### config.mk
export PLATFORM = sky130hd
export DESIGN_NAME = memory_descriptor_address_decode
export DESIGN_NICKNAME = d
export VERILOG_FILES = /design/src/rtl/core/mdad_pkg.sv /design/src/rtl/core/memory_descriptor_address_decode.sv
export SDC_FILE = /design/constraint.sdc
export NUM_CORES = 2
export LEC_CHECK = 0
export BUFFER_PORTS_ARGS = -buffer_cell sky130_fd_sc_hd__buf_2
export CAP_MARGIN = 5
export CORE_MARGIN = 3
export CORE_UTILIZATION = 62
export CTS_BUF_LIST = sky130_fd_sc_hd__clkbuf_16
export DETAILED_ROUTE_END_ITERATION = 16
export MAX_ROUTING_LAYER = met4
export PLACE_DENSITY = 0.8
export SLEW_MARGIN = 25
export SYNTH_ARGS = -nofsm -noshare
export SYNTH_HDL_FRONTEND = slang
export SYNTH_SLANG_ARGS = --single-unit
### constraint.sdc
create_clock -name clk -period 17.1 [get_ports clk]
set_input_delay 2.565 -clock clk [delete_from_list [all_inputs] [get_ports clk]]
set_output_delay 2.565 -clock clk [all_outputs]
set_load 0.05 [all_outputs]
### src/rtl/core/mdad_pkg.sv
// Package with request, result and descriptor types for the memory descriptor address decoder.
package mdad_pkg;

  // Default number of region descriptor slots.
  localparam int unsigned REGION_SLOTS_DEF = 8;

  // Request opcodes.
  localparam logic OP_WRITE   = 1'b0;
  localparam logic OP_RESOLVE = 1'b1;

  // One request on the input channel.
  typedef struct packed {
    logic        opcode;
    logic [2:0]  slot_index;
    logic [31:0] guest_address;
    logic [31:0] new_start;
    logic [31:0] new_select;
    logic [31:0] new_disconnect;
    logic [31:0] new_length;
    logic [31:0] new_offset;
  } in_req_t;

  // One result on the output channel.
  typedef struct packed {
    logic        hit;
    logic [2:0]  hit_slot;
    logic [32:0] host_offset;
  } out_res_t;

  // One stored region descriptor.
  typedef struct packed {
    logic [31:0] start;
    logic [31:0] select;
    logic [31:0] disconnect;
    logic [31:0] length;
    logic [31:0] offset;
  } slot_desc_t;

endpackage

### src/rtl/core/memory_descriptor_address_decode.sv
// Top level of the memory descriptor address decoder with its slot memory and sequencer.
//
//   Channel   Ports                 Handshake
//   request   start, busy, in_req   taken at a clock edge with start high and busy low
//   result    out_strobe, out_res   shown for one cycle while out_strobe is high
//
// A write request is stored when it is taken and gives no result; busy stays low.
// A resolve request walks the slots in index order through one descriptor read port and one
// shared subtract, compare and bit-squeeze unit: each slot passes a fetch and a check state,
// and a slot whose select compare passes adds a squeeze step per set disconnect bit and a
// length compare; a hit ends in a finish state that forms the offset. The result strobe
// rises at the edge where busy falls and lasts one cycle; the receiver cannot stall it.
// Reset clears the slot valid bits and the sequencer; descriptor contents need no reset.
module memory_descriptor_address_decode
  import mdad_pkg::*;
#(
  parameter int unsigned REGION_SLOTS = REGION_SLOTS_DEF
) (
  input  logic     clk,
  input  logic     rst_n,
  input  logic     start,
  output logic     busy,
  input  in_req_t  in_req,
  output logic     out_strobe,
  output out_res_t out_res
);

  localparam int unsigned SLOT_W = (REGION_SLOTS > 1) ? $clog2(REGION_SLOTS) : 1;

  // Sequencer state codes.
  localparam logic [2:0] S_IDLE    = 3'd0;
  localparam logic [2:0] S_FETCH   = 3'd1;
  localparam logic [2:0] S_CHECK   = 3'd2;
  localparam logic [2:0] S_SQUEEZE = 3'd3;
  localparam logic [2:0] S_FINISH  = 3'd4;

  logic [2:0]              state_r, state_nxt;
  logic [SLOT_W-1:0]       slot_cnt_r, slot_cnt_nxt;
  logic [31:0]             addr_r, addr_nxt;
  logic [31:0]             val_r, val_nxt;
  logic [31:0]             mask_r, mask_nxt;
  logic [REGION_SLOTS-1:0] valid_r, valid_nxt;
  logic                    out_strobe_r, out_strobe_nxt;
  out_res_t                out_res_r, out_res_nxt;
  slot_desc_t              rd_data_r;
  slot_desc_t              slot_mem [REGION_SLOTS];

  logic                    accept;
  logic                    wr_en;
  logic [SLOT_W-1:0]       wr_addr;
  slot_desc_t              wr_data;
  logic                    last_slot;
  logic [32:0]             diff;
  logic                    range_hit;
  logic                    sel_hit;
  logic [31:0]             below;

  assign accept    = start && (state_r == S_IDLE);
  assign wr_en     = accept && (in_req.opcode == OP_WRITE) &&
                     ({29'd0, in_req.slot_index} < REGION_SLOTS);
  assign wr_addr   = SLOT_W'(in_req.slot_index);
  assign wr_data   = '{start:      in_req.new_start,
                       select:     in_req.new_select,
                       disconnect: in_req.new_disconnect,
                       length:     in_req.new_length,
                       offset:     in_req.new_offset};
  assign last_slot = ({{(32-SLOT_W){1'b0}}, slot_cnt_r} == REGION_SLOTS - 1);

  // Shared unit: address minus start with borrow, and the select-mask compare.
  assign diff      = {1'b0, addr_r} - {1'b0, rd_data_r.start};
  assign range_hit = !diff[32] && (diff[31:0] < rd_data_r.length);
  assign sel_hit   = ((addr_r ^ rd_data_r.start) & rd_data_r.select) == 32'd0;

  // One squeeze step removes the lowest disconnect bit from the reduced address.
  assign below     = (mask_r - 32'd1) & ~mask_r;

  // Sequencer next-state logic.
  always_comb begin
    state_nxt      = state_r;
    slot_cnt_nxt   = slot_cnt_r;
    addr_nxt       = addr_r;
    val_nxt        = val_r;
    mask_nxt       = mask_r;
    valid_nxt      = valid_r;
    out_strobe_nxt = 1'b0;
    out_res_nxt    = out_res_r;
    case (state_r)
      S_IDLE: begin
        if (wr_en) begin
          valid_nxt[wr_addr] = (in_req.new_length != 32'd0);
        end
        if (accept && (in_req.opcode == OP_RESOLVE)) begin
          addr_nxt     = in_req.guest_address;
          slot_cnt_nxt = '0;
          state_nxt    = S_FETCH;
        end
      end
      S_FETCH: begin
        state_nxt = S_CHECK;
      end
      S_CHECK: begin
        if (valid_r[slot_cnt_r] && (rd_data_r.select == 32'd0) && range_hit) begin
          val_nxt   = diff[31:0];
          state_nxt = S_FINISH;
        end else if (valid_r[slot_cnt_r] && (rd_data_r.select != 32'd0) && sel_hit) begin
          val_nxt   = diff[31:0];
          mask_nxt  = rd_data_r.disconnect;
          state_nxt = S_SQUEEZE;
        end else if (last_slot) begin
          out_strobe_nxt = 1'b1;
          out_res_nxt    = '0;
          state_nxt      = S_IDLE;
        end else begin
          slot_cnt_nxt = slot_cnt_r + SLOT_W'(1);
          state_nxt    = S_FETCH;
        end
      end
      S_SQUEEZE: begin
        if (mask_r != 32'd0) begin
          val_nxt  = (val_r & below) | ((val_r >> 1) & ~below);
          mask_nxt = (mask_r & (mask_r - 32'd1)) >> 1;
        end else if (val_r < rd_data_r.length) begin
          state_nxt = S_FINISH;
        end else if (last_slot) begin
          out_strobe_nxt = 1'b1;
          out_res_nxt    = '0;
          state_nxt      = S_IDLE;
        end else begin
          slot_cnt_nxt = slot_cnt_r + SLOT_W'(1);
          state_nxt    = S_FETCH;
        end
      end
      S_FINISH: begin
        out_strobe_nxt          = 1'b1;
        out_res_nxt.hit         = 1'b1;
        out_res_nxt.hit_slot    = 3'(slot_cnt_r);
        out_res_nxt.host_offset = {1'b0, rd_data_r.offset} + {1'b0, val_r};
        state_nxt               = S_IDLE;
      end
      default: begin
        state_nxt = S_IDLE;
      end
    endcase
  end

  // Control registers.
  always_ff @(posedge clk) begin
    if (!rst_n) begin
      state_r      <= S_IDLE;
      valid_r      <= '0;
      out_strobe_r <= 1'b0;
    end else begin
      state_r      <= state_nxt;
      valid_r      <= valid_nxt;
      out_strobe_r <= out_strobe_nxt;
    end
  end

  // Payload registers.
  always_ff @(posedge clk) begin
    slot_cnt_r <= slot_cnt_nxt;
    addr_r     <= addr_nxt;
    val_r      <= val_nxt;
    mask_r     <= mask_nxt;
    out_res_r  <= out_res_nxt;
  end

  // Descriptor memory: one write port from requests, one registered read port for the walk.
  always_ff @(posedge clk) begin
    if (wr_en) begin
      slot_mem[wr_addr] <= wr_data;
    end
    if (state_r == S_FETCH) begin
      rd_data_r <= slot_mem[slot_cnt_r];
    end
  end

  assign busy       = (state_r != S_IDLE);
  assign out_strobe = out_strobe_r;
  assign out_res    = out_res_r;

endmodule
==> impl_metrics.py <==
metrics = {
    "setup_path": {
        "rr_worst_depth": 20,
        "r2r_end": "out_res[18]$_DFFE_PP_",
        "crit_path_cell_trace": "inv_1, ha_1, inv_1, fa_1, a211oi_1, o21a_1, nor4bb_1, o31ai_1, nand2_1, nor2_1, o21ai_0, xnor2_1, ha_1, nand4_1, nor4_1, o2111ai_1, a41oi_1, and2_1, o21a_1, a31o_2",
        "worstSetupPathType": "reg2reg",
        "endpoint_kind": "flip-flop",
        "worst_setup_path_start_kind": "flip-flop",
        "r2r-start": "addr_r[0]$_DFFE_PP_",
        "cp.buffers_inverters": 2,
        "ff2ff_setup_slack_ns": 11.26,
        "worst_path_largest_cell_delay_ns": 0.75,
        "crit_slowest_cell": "a31o_2",
        "critPathMaxFanout": 36,
        "required_ns": 17.48,
        "cpLargestDelayFamily": "compound AO/OA/AOI/OAI gates",
        "cp.arrival_ns": 6.21,
    },
    "synth": {
        "synthesis.nets": 3612,
        "synth_top_area_cell": "edfxtp_1",
        "synth-compound-area-share": 0.0333,
        "yosys_warnings": 0,
        "synth.area.mux_share": 0.142,
        "synthTopCellsByArea": "edfxtp_1, mux4_2, mux2_2",
        "synth.ff_latch_count": 1588,
        "synthAdderAreaFrac": 0.0254,
        "synth-simple-area-share": 0.0348,
        "synth_cells": 3284,
        "yosysSeqAreaShare": 0.743,
        "synth-main-ff-cell": "edfxtp_1",
        "avgSynthCellArea_um2": 19.5,
        "post_synth_num_cell_types": 77,
        "synth-async-reset-ratio": 0,
        "synth_xor_area_frac": 0.00725,
        "synth_top_family_by_area": "multiplexers",
        "syn-cell-area_um2": 64000,
        "synth_edf_count": 1576,
        "synth_top_area_frac": 0.739,
    },
    "pwr": {
        "pwr-share-seq": 0.537,
        "power_density_nw_per_um2": 115,
        "p_sw_frac": 0.223,
        "power.share.clock": 0.386,
        "pwr-share-comb": 0.077,
        "leakage_uw": 0.0241,
        "p_int_uw": 6390,
        "finalPower_uw": 8210,
        "vdd_ir_drop_max_mv": 0.104,
        "p_sw_uw": 1830,
    },
    "sta": {
        "slew_viol_final": 0,
        "setup_violations": 0,
        "finalHoldViolCount": 0,
        "fin_crit_ns": 5.84,
        "whs_ns": 0.503,
        "rsz0062_at_grt": "false",
        "fmax_ghz": 0.171,
        "setup_ws_ns": 11.26,
        "tightest_slew_ns": 1.06,
        "timing.final.crit_share": 0.341,
        "maxSlewHeadroom": 0.296,
        "fin_skew_ns": 0.0265,
        "tns_ns": 0,
    },
    "global_routing": {
        "grt_pass1_wl_mm": 222,
        "antenna_found_initial": 22,
        "grt_pass1_vias": 32900,
        "grt_max_degree": 104,
        "grt_usage": 0.295,
        "grt.overflow.total": 0,
    },
    "placement": {
        "io_buffers": 237,
        "post_dp_cell_area_um2": 66900,
        "dp_hpwl_mm": 91.1,
        "gp_congestion": 0.955,
        "pre_cts_ws_ns": 11.06,
    },
    "clock_tree": {
        "clock_sinks": 1588,
        "numCtsBuffers": 154,
        "cts_hold_buf": 0,
        "cts-root-buf": "clkbuf_16",
        "cts_tree": "done",
        "cts_setup_buffers": 0,
        "cts_resized": 0,
        "clk_pin_slew_ns": 0.06,
        "clk_path_buf_depth": 3,
        "insertion_delay_ns": 0.77,
        "htree_levels": 4,
    },
    "detailed_routing": {
        "route.top_layer_used": "met4",
        "drc_errors": 0,
        "vias_per_cell": 6.47,
        "routed-wl-met2_mm": 75.9,
        "drt-pass1-iter-count": 5,
        "avgRoutedWirePerCell_um": 29.5,
        "wl_met3_mm": 13.7,
        "drt_iter0_markers": 4170,
        "drt-total-wl_mm": 151,
        "vias": 33000,
        "ant_nets": 0,
        "wl_met1_mm": 57.1,
    },
    "cells_and_area": {
        "fillerInstances": 6098,
        "fin_nets": 3927,
        "drive_gt1_frac": 0.270,
        "syn_to_final_growth_pct": 12.0,
        "fin_area_um2": 71700,
    },
    "floorplanning": {
        "rows": 117,
        "die_area_um2": 107000,
        "coreArea_um2": 102000,
        "die_h_um": 327,
        "start_util": 0.627,
        "die_w_um": 327,
        "num_io_pins": 238,
    },
    "worst_hold_path": {
        "hp-start": "valid_r[5]$_SDFFE_PN0P_",
        "hp-class": "reg2reg",
        "hold_end": "valid_r[5]$_SDFFE_PN0P_",
        "hold_path_depth": 2,
    },
    "run": {
        "maxCapViolations": 0,
    },
    "outcome": {
        "status": "finished clean",
    },
}
-- logic make-up after synthesis --
group,Yosys count
flip-flops,1588
adder cells (fa/ha/maj),129
multiplexers,487
AND/OR/NAND/NOR,460
XOR/XNOR,53
AO/OA/AOI/OAI,331
buffers and inverters,236
-- worst max-delay path by stage --
| stage | startpoint | end | slack (ns) | cells after the start |
|---|---|---|---|---|
| floorplan | in_req[192] | valid_r[0]$_SDFFE_PN0P_ | 2.15 | 5 |
| global placement | start | slot_mem[4][76]$_DFFE_PP_ | 11.11 | 6 |
| detailed placement | start | slot_mem[4][76]$_DFFE_PP_ | 11.06 | 6 |
| CTS | addr_r[0]$_DFFE_PP_ | out_res[16]$_DFFE_PP_ | 11.36 | 20 |
| global route | addr_r[0]$_DFFE_PP_ | out_res[23]$_DFFE_PP_ | 10.77 | 20 |
| finish | addr_r[0]$_DFFE_PP_ | out_res[18]$_DFFE_PP_ | 11.26 | 20 |
-- final cells by class --
type / count / area [um2] / area share
flip-flops and latches: 1588 / 47600 / 0.663
diodes: 20 / 50.0 / 0.000698
repair buffers: 285 / 1610 / 0.0225
well taps: 1368 / 1710 / 0.0239
inverters: 110 / 413 / 0.00576
clock inverters: 118 / 761 / 0.0106
multi-input cells: 1460 / 15600 / 0.218
clock buffers: 158 / 3950 / 0.0551
-- synth_stat cells (16+ instances only) --
cell type / count
nor2_1: 123
xor2_1: 21
mux4_2: 322
xnor2_1: 32
buf_1: 38
nor4_1: 21
edfxtp_1: 1576
mux2_2: 160
ha_1: 127
a21o_1: 28
nand3_1: 19
a211oi_1: 18
nand2b_1: 17
o21a_1: 16
a21oi_1: 87
inv_1: 110
nand2_1: 144
nand4_1: 18
clkbuf_1: 78
nor3_1: 41
o21ai_0: 82
-- cell usage in the layout (no fill, tap or decap), drive strengths merged, types with 7 or more instances in the layout --
master	synthesis	routed
edfxtp	1576	1576
mux4	322	322
buf	46	285
mux2	160	160
clkbuf	80	158
inv	110	152
nand2	145	145
ha	127	127
nor2	125	125
a21oi	87	87
o21ai	83	83
clkinv	0	68
nor3	45	45
xnor2	32	32
a21o	28	28
nor4	22	22
xor2	21	21
diode	0	20
nand3	19	19
nand4	18	18
a211oi	18	18
nand2b	17	17
o21a	16	16
and3	15	15
dfxtp	12	12
o22ai	11	11
and2	11	11
a31oi	11	11
o31ai	11	11
o21bai	10	10
nor2b	9	9
o2bb2ai	8	8
nor3b	7	7
or2	7	7
or3	7	7
-- worst register-to-register path: stages, from the launching register on --
cell	delay (ns)
edfxtp_1	0.38
inv_1	0.08
ha_1	0.17
inv_1	0.06
fa_1	0.42
a211oi_1	0.32
o21a_1	0.21
nor4bb_1	0.08
o31ai_1	0.46
nand2_1	0.18
nor2_1	0.19
o21ai_0	0.13
xnor2_1	0.17
ha_1	0.30
nand4_1	0.14
nor4_1	0.50
o2111ai_1	0.23
a41oi_1	0.28
and2_1	0.23
o21a_1	0.17
a31o_2	0.75
-- registers in the layout (all words and copies together) (netlist names), named ones only --
signal,flops
rd_data_r,160
valid_r,8
state_r,3
val_r,1
slot_cnt_r,3
addr_r,32
out_res,37
slot_mem,1280
mask_r,32
out_strobe,1
-- metal layers --
layer  vias to the layer above  GRT usage
li1                      14000          -
met1                     17000      0.397
met2                      1749      0.468
met3                       270     0.0580
met4                         0     0.0860
met5                         -          -
-- stage by stage --
stage | utilization | instances
after floorplan | - | 3284
after global placement | 0.654 | 4808
after detailed placement | 0.655 | 4810
after CTS | 0.701 | 5086
after global routing | 0.702 | 5101
final | 0.702 | 5107
-- power groups by stage --
stage | logic [uW] | registers [uW] | clock network (uW)
finish | 633 | 4410 | 3170
global route | 683 | 4410 | 3360
CTS | 629 | 4410 | 3210
detailed placement | 621 | 4490 | 0
global placement | 607 | 4490 | 0
floorplan | 399 | 4500 | 0
Note: power is estimated with default switching activity, not from simulation.
